File: src/rtl/core/trilin_pkg.sv
// Shared constants and types for the trilinear refine interpolator.
// No dependencies; used by the core and by its port checker.
package trilin_pkg;

  // Subdivision factor per axis. It must be a power of two, because the
  // final divide by SCALE^3 is done as a shift.
  localparam int unsigned SCALE      = 4;
  localparam int unsigned VALUE_BITS = 16;
  localparam int unsigned AXIS_BITS  = 2;
  localparam int unsigned CORNERS    = 8;

  localparam int unsigned CUBE       = SCALE * SCALE * SCALE;
  localparam int unsigned CUBE_SHIFT = $clog2(CUBE);
  // axis weight 0..SCALE, corner weight 0..SCALE^3
  localparam int unsigned WBITS      = $clog2(SCALE + 1);
  localparam int unsigned PWBITS     = $clog2(CUBE + 1);
  localparam int unsigned PRODBITS   = VALUE_BITS + PWBITS;
  localparam int unsigned PAIRBITS   = PRODBITS + 1;
  localparam int unsigned SUMBITS    = PRODBITS + 3;

  typedef logic [VALUE_BITS-1:0] value_t;
  typedef logic [AXIS_BITS-1:0]  coord_t;
  typedef logic [WBITS-1:0]      axis_w_t;
  typedef logic [PWBITS-1:0]     corner_w_t;
  typedef logic [PRODBITS-1:0]   prod_t;
  typedef logic [PAIRBITS-1:0]   pair_t;
  typedef logic [SUMBITS-1:0]    sum_t;

endpackage

File: src/rtl/core/trilinear_refine_interpolator.sv
// Trilinear refine interpolator, five register stages.
// Throughput: one item per cycle while out_ready_i is high; each stage
// advances when the stage after it is empty or moving, so a stall only
// holds items in place.
// Reset: rst_ni clears all stage valid bits; data registers are not reset.
// Depends on trilin_pkg.
module trilinear_refine_interpolator (
  input  logic                               clk_i,
  input  logic                               rst_ni,
  input  logic                               in_valid_i,
  output logic                               in_ready_o,
  input  logic [trilin_pkg::VALUE_BITS-1:0]  corner_000_i,
  input  logic [trilin_pkg::VALUE_BITS-1:0]  corner_001_i,
  input  logic [trilin_pkg::VALUE_BITS-1:0]  corner_010_i,
  input  logic [trilin_pkg::VALUE_BITS-1:0]  corner_011_i,
  input  logic [trilin_pkg::VALUE_BITS-1:0]  corner_100_i,
  input  logic [trilin_pkg::VALUE_BITS-1:0]  corner_101_i,
  input  logic [trilin_pkg::VALUE_BITS-1:0]  corner_110_i,
  input  logic [trilin_pkg::VALUE_BITS-1:0]  corner_111_i,
  input  logic [trilin_pkg::AXIS_BITS-1:0]   sub_x_i,
  input  logic [trilin_pkg::AXIS_BITS-1:0]   sub_y_i,
  input  logic [trilin_pkg::AXIS_BITS-1:0]   sub_z_i,
  output logic                               out_valid_o,
  input  logic                               out_ready_i,
  output logic [trilin_pkg::VALUE_BITS-1:0]  interpolated_value_o
);

  localparam int unsigned NPAIR = trilin_pkg::CORNERS / 2;

  // stage valid bits and enables: s1 weights, s2 corner weights,
  // s3 products, s4 pair sums, s5 result register
  logic v1_q, v2_q, v3_q, v4_q, v5_q;
  logic en1, en2, en3, en4, en5;

  assign en5 = !v5_q || out_ready_i;
  assign en4 = !v4_q || en5;
  assign en3 = !v3_q || en4;
  assign en2 = !v2_q || en3;
  assign en1 = !v1_q || en2;
  assign in_ready_o = en1;

  always_ff @(posedge clk_i or negedge rst_ni) begin
    if (!rst_ni) begin
      v1_q <= 1'b0;
      v2_q <= 1'b0;
      v3_q <= 1'b0;
      v4_q <= 1'b0;
      v5_q <= 1'b0;
    end else begin
      if (en1) v1_q <= in_valid_i;
      if (en2) v2_q <= v1_q;
      if (en3) v3_q <= v2_q;
      if (en4) v4_q <= v3_q;
      if (en5) v5_q <= v4_q;
    end
  end

  // ---------------- stage 1: clamp coordinates, axis weights
  trilin_pkg::value_t  corner_in [trilin_pkg::CORNERS];
  trilin_pkg::axis_w_t cx_d, cy_d, cz_d;

  assign corner_in[0] = corner_000_i;
  assign corner_in[1] = corner_001_i;
  assign corner_in[2] = corner_010_i;
  assign corner_in[3] = corner_011_i;
  assign corner_in[4] = corner_100_i;
  assign corner_in[5] = corner_101_i;
  assign corner_in[6] = corner_110_i;
  assign corner_in[7] = corner_111_i;

  function automatic trilin_pkg::axis_w_t clamp_coord(trilin_pkg::coord_t c);
    trilin_pkg::axis_w_t ce;
    ce = trilin_pkg::axis_w_t'(c);
    if (ce > trilin_pkg::axis_w_t'(trilin_pkg::SCALE - 1)) begin
      ce = trilin_pkg::axis_w_t'(trilin_pkg::SCALE - 1);
    end
    return ce;
  endfunction

  assign cx_d = clamp_coord(sub_x_i);
  assign cy_d = clamp_coord(sub_y_i);
  assign cz_d = clamp_coord(sub_z_i);

  trilin_pkg::value_t  corner1_q [trilin_pkg::CORNERS];
  trilin_pkg::axis_w_t wx_q [2];
  trilin_pkg::axis_w_t wy_q [2];
  trilin_pkg::axis_w_t wz_q [2];

  always_ff @(posedge clk_i) begin
    if (en1) begin
      corner1_q <= corner_in;
      wx_q[1]   <= cx_d;
      wx_q[0]   <= trilin_pkg::axis_w_t'(trilin_pkg::SCALE) - cx_d;
      wy_q[1]   <= cy_d;
      wy_q[0]   <= trilin_pkg::axis_w_t'(trilin_pkg::SCALE) - cy_d;
      wz_q[1]   <= cz_d;
      wz_q[0]   <= trilin_pkg::axis_w_t'(trilin_pkg::SCALE) - cz_d;
    end
  end

  // ---------------- stage 2: per-corner weights (small products)
  trilin_pkg::corner_w_t w_d [trilin_pkg::CORNERS];
  trilin_pkg::corner_w_t w_q [trilin_pkg::CORNERS];
  trilin_pkg::value_t    corner2_q [trilin_pkg::CORNERS];

  // corner n has x offset n[2], y offset n[1], z offset n[0]
  always_comb begin
    for (int n = 0; n < trilin_pkg::CORNERS; n++) begin
      w_d[n] = trilin_pkg::corner_w_t'(wx_q[(n >> 2) & 1])
             * trilin_pkg::corner_w_t'(wy_q[(n >> 1) & 1])
             * trilin_pkg::corner_w_t'(wz_q[n & 1]);
    end
  end

  always_ff @(posedge clk_i) begin
    if (en2) begin
      w_q       <= w_d;
      corner2_q <= corner1_q;
    end
  end

  // ---------------- stage 3: corner times weight
  trilin_pkg::prod_t prod_q [trilin_pkg::CORNERS];

  always_ff @(posedge clk_i) begin
    if (en3) begin
      for (int n = 0; n < trilin_pkg::CORNERS; n++) begin
        prod_q[n] <= trilin_pkg::prod_t'(corner2_q[n]) * trilin_pkg::prod_t'(w_q[n]);
      end
    end
  end

  // ---------------- stage 4: first level of the adder tree
  trilin_pkg::pair_t pair_q [NPAIR];

  always_ff @(posedge clk_i) begin
    if (en4) begin
      for (int p = 0; p < NPAIR; p++) begin
        pair_q[p] <= trilin_pkg::pair_t'(prod_q[2*p]) + trilin_pkg::pair_t'(prod_q[2*p+1]);
      end
    end
  end

  // ---------------- stage 5: final sum, round half up, divide by SCALE^3
  trilin_pkg::sum_t   acc_d;
  trilin_pkg::sum_t   rnd_d;
  trilin_pkg::value_t result_q;

  always_comb begin
    acc_d = '0;
    for (int p = 0; p < NPAIR; p++) begin
      acc_d = acc_d + trilin_pkg::sum_t'(pair_q[p]);
    end
    // the sum never exceeds max_value * SCALE^3, so the rounding add fits
    rnd_d = (acc_d + trilin_pkg::sum_t'(trilin_pkg::CUBE / 2)) >> trilin_pkg::CUBE_SHIFT;
  end

  always_ff @(posedge clk_i) begin
    if (en5) begin
      result_q <= rnd_d[trilin_pkg::VALUE_BITS-1:0];
    end
  end

  assign out_valid_o          = v5_q;
  assign interpolated_value_o = result_q;

endmodule

File: config.mk
export PLATFORM = sky130hd
export DESIGN_NAME = trilinear_refine_interpolator
export DESIGN_NICKNAME = d
export VERILOG_FILES = /design/src/rtl/core/trilin_pkg.sv /design/src/rtl/core/trilinear_refine_interpolator.sv
export SDC_FILE = /design/constraint.sdc
export NUM_CORES = 2
export LEC_CHECK = 0
export BUFFER_PORTS_ARGS = -buffer_cell sky130_fd_sc_hd__buf_2
export CAP_MARGIN = 25
export CELL_PAD_IN_SITES_DETAIL_PLACEMENT = 2
export CELL_PAD_IN_SITES_GLOBAL_PLACEMENT = 2
export CORE_MARGIN = 2
export CORE_UTILIZATION = 40
export DETAILED_ROUTE_END_ITERATION = 8
export PLACE_DENSITY = 0.79
export SYNTH_ARGS = -nofsm -noshare
export SYNTH_HDL_FRONTEND = slang
export SYNTH_SLANG_ARGS = --single-unit
File: constraint.sdc
create_clock -name clk_i -period 16.8 [get_ports clk_i]
set_clock_uncertainty 0.05 [all_clocks]
set_input_delay 4.2 -clock clk_i [delete_from_list [all_inputs] [get_ports clk_i]]
set_output_delay 4.2 -clock clk_i [all_outputs]
set_load 0.02 [all_outputs]
==> reports/qor.csv <==
metric;value;unit
RR Startpoint;w_q[17];
Post-Syn Area;0.0538;mm2
GP Congestion;0.818;
Avg Cell Area, Syn;11.1;um2
share of layout cells above drive strength 1;6.45;%
Die Wd;371;um
NumNets Final;6250;
adder-cell area share of the yosys netlist;34.3;%
sequential area share after synthesis;33.5;%
Largest delay share family, worst path;simple AND/OR/NAND/NOR gates;
Slew @ Worst Pin;904;ps
CTS-repair resized insts;0;
hold depth;0;
Reg2Reg Setup Slack;11160;ps
top post-synthesis cells by area;edfxtp_1 (33%), fa_1 (22%), ha_1 (12%);
fmax;98.0;MHz
DRT Pass-1 Iters;5;
YS warnings;0;
Startpoint Class;input port;
hold_buf cts;0;
Max Cap Violations;0;
Initial Utilization;40.3;%
Synth cell types;92;
routed via count;35900;
total gr overflow;0;
first-pass GRT wire length;236000;um
# IOs;156;
Core Footprint;0.133;mm2
final-report setup violation count;0;
Clock Latency Late Sink;690;ps
main combinational cell family by area after synthesis;adder cells;
Synth Area in XOR/XNOR;4.33;%
status;finished, final reports clean;
Detailed Route Iter0 Violations;1710;
Critical Path Max Stage Delay;470;ps
setup TNS;0;ps
most frequent CP cell;buf_2;
DRT antenna net count;0;
clock buffer depth;3;
CTS Buf Count;76;
most common cell after layout, fill and taps aside;inv_1;
gr usage total;21.9;%
post-DP HPWL;116000;um
antenna violations before repair;8;
Simple-Gate Fraction of Synth Area;13.8;%
clock transition at the registers of the reported paths;60;ps
Critical Path Stages;6;
CP required;12550;ps
relative slew slack;39.7;%
IO Port Bufs;155;
clk sinks;601;
H-tree depth;3;
syn_nets;6093;
post-route minimum period;10200;ps
RSZ-0062 raised after global routing;false;
Synth top area share;33.3;%
Buf/Inv on CP;3;
crit-path max FO;36;
most frequent cells in the layout;inv_1 (708), and2_1 (688), fa_1 (600);
FP Rows;134;
drt via density;5.26;
Core Util, Final;44.2;%
multiplexer share of the synthesized area;0.0953;%
fin crit share;60.7;%
Routed WL;148000;um
synthesized flop and latch total;601;
compound-cell area share of the yosys netlist;8.46;%
Worst Hold Class;reg2reg;
critical path class;in2out;
Worst Setup EP;in_ready_o;
Final Hold Violating Endpoints;0;
area grow syn2layout;9.70;%
maximum number of pins on one net before global-route repair;128;
# DRC;0;
wire per inst;21.7;um
reg2reg path depth;17;
fill cell count;13800;
critical path endpoint category;output pin;
vias in the first global route;41800;
die area;0.137;mm2
Worst path slowest cell;nor2b_1;
Post-synth EDFFs;596;
Final Max Tran Viols;0;
CP startpoint;out_ready_i;
post-synth top area cell;edfxtp_1;
Hold Slack;362;ps
clock root cell;clkbuf_16;
DIE HEIGHT;371;um
Worst R2R End;prod_q[1][43];
worst-path cell chain;buf_2 > nor2b_1 > nand4_1 > inv_1 > nand2_8 > buf_2;
Syn Inst Count;4841;
Synth async-reset ratio;0.832;%
worst path arrival time;5950;ps
Synth Flop Type;edfxtp_1;
CTS tree;yes;
post-CTS setup repair buffer count;0;
==> per-layer routing <==
| metal | vias to the layer above | wire length (um) | global-route usage [%] |
|---|---|---|---|
| met5 | - | 27 | 0 |
| met4 | 4 | 4240 | 6.40 |
| met3 | 219 | 4190 | 2.75 |
| met2 | 466 | 75100 | 39.2 |
| met1 | 18800 | 64400 | 27.7 |
| li1 | 16400 | - | - |
==> final cells by class <==
class	instances	area, um2	area share, %
multi-input cells	3440	32800	55.6
flip-flops and latches	601	18000	30.5
inverters	709	2660	4.51
well taps	1768	2210	3.75
clock buffers	93	1990	3.37
repair buffers	170	981	1.66
clock inverters	40	349	0.591
diodes	1	2.50	0.00424
==> sequential cells by signal, indices dropped and copies added (netlist names) <==
name                  flops
v2_q                      1
pair_q                   88
wx_q                      4
v3_q                      1
v1_q                      1
wz_q                      4
v4_q                      1
interpolated_value_o     16
w_q                      48
out_valid_o               1
wy_q                      4
corner1_q               128
corner2_q               128
prod_q                  176
==> worst min-delay path by stage <==
stage / startpoint / endpoint / slack, ps
floorplan: corner1_q[0] / corner2_q[0] / 350
global placement: corner1_q[77] / corner2_q[77] / 350
detailed placement: corner1_q[110] / corner2_q[110] / 360
CTS: corner1_q[63] / corner2_q[63] / 360
global route: corner1_q[39] / corner2_q[39] / 370
finish: corner1_q[63] / corner2_q[63] / 360
==> cells by family (layout without fill, tap and decap cells) <==
kind of cell	after synthesis	in the layout
compound gates	671	671
xor+xnor	266	266
fa+ha+maj	1114	1114
buf+inv	800	1012
flops	601	601
mux	5	5
other cells	0	1
simple gates	1384	1384
==> stage by stage <==
step	setup WS, ps	instances	area, um2
floorplan	796	4841	53800
global placement	6610	6684	56600
detailed placement	6530	6686	56600
CTS	6520	6819	59000
global route	6460	6821	59000
finish	6600	6822	59000
==> cell usage after synthesis (5+ instances only) <==
library cell / instances
a2111oi_0: 11
o31ai_1: 8
nand2b_1: 21
and2_1: 688
a21boi_0: 5
a21oi_1: 200
o21ai_0: 84
o21ai_1: 10
edfxtp_1: 596
o31a_1: 6
ha_1: 514
nor2b_1: 15
nor4_1: 14
o311ai_1: 5
o21a_1: 42
o21bai_1: 31
a221o_1: 7
nand3_1: 41
xnor2_1: 187
inv_1: 708
nand4_1: 25
clkbuf_1: 87
or4_1: 5
nand2_1: 355
dfrtp_1: 5
fa_1: 600
a211oi_1: 22
xor2_1: 79
and3_1: 26
a211o_1: 6
a21o_1: 117
o211ai_1: 17
or3_1: 5
a31oi_1: 17
nor2_1: 128
a21oi_2: 9
a31o_2: 5
nor3_1: 39
Power is not shown: default switching activity piles up to over one toggle a cycle in this logic, so the estimate is an artifact.
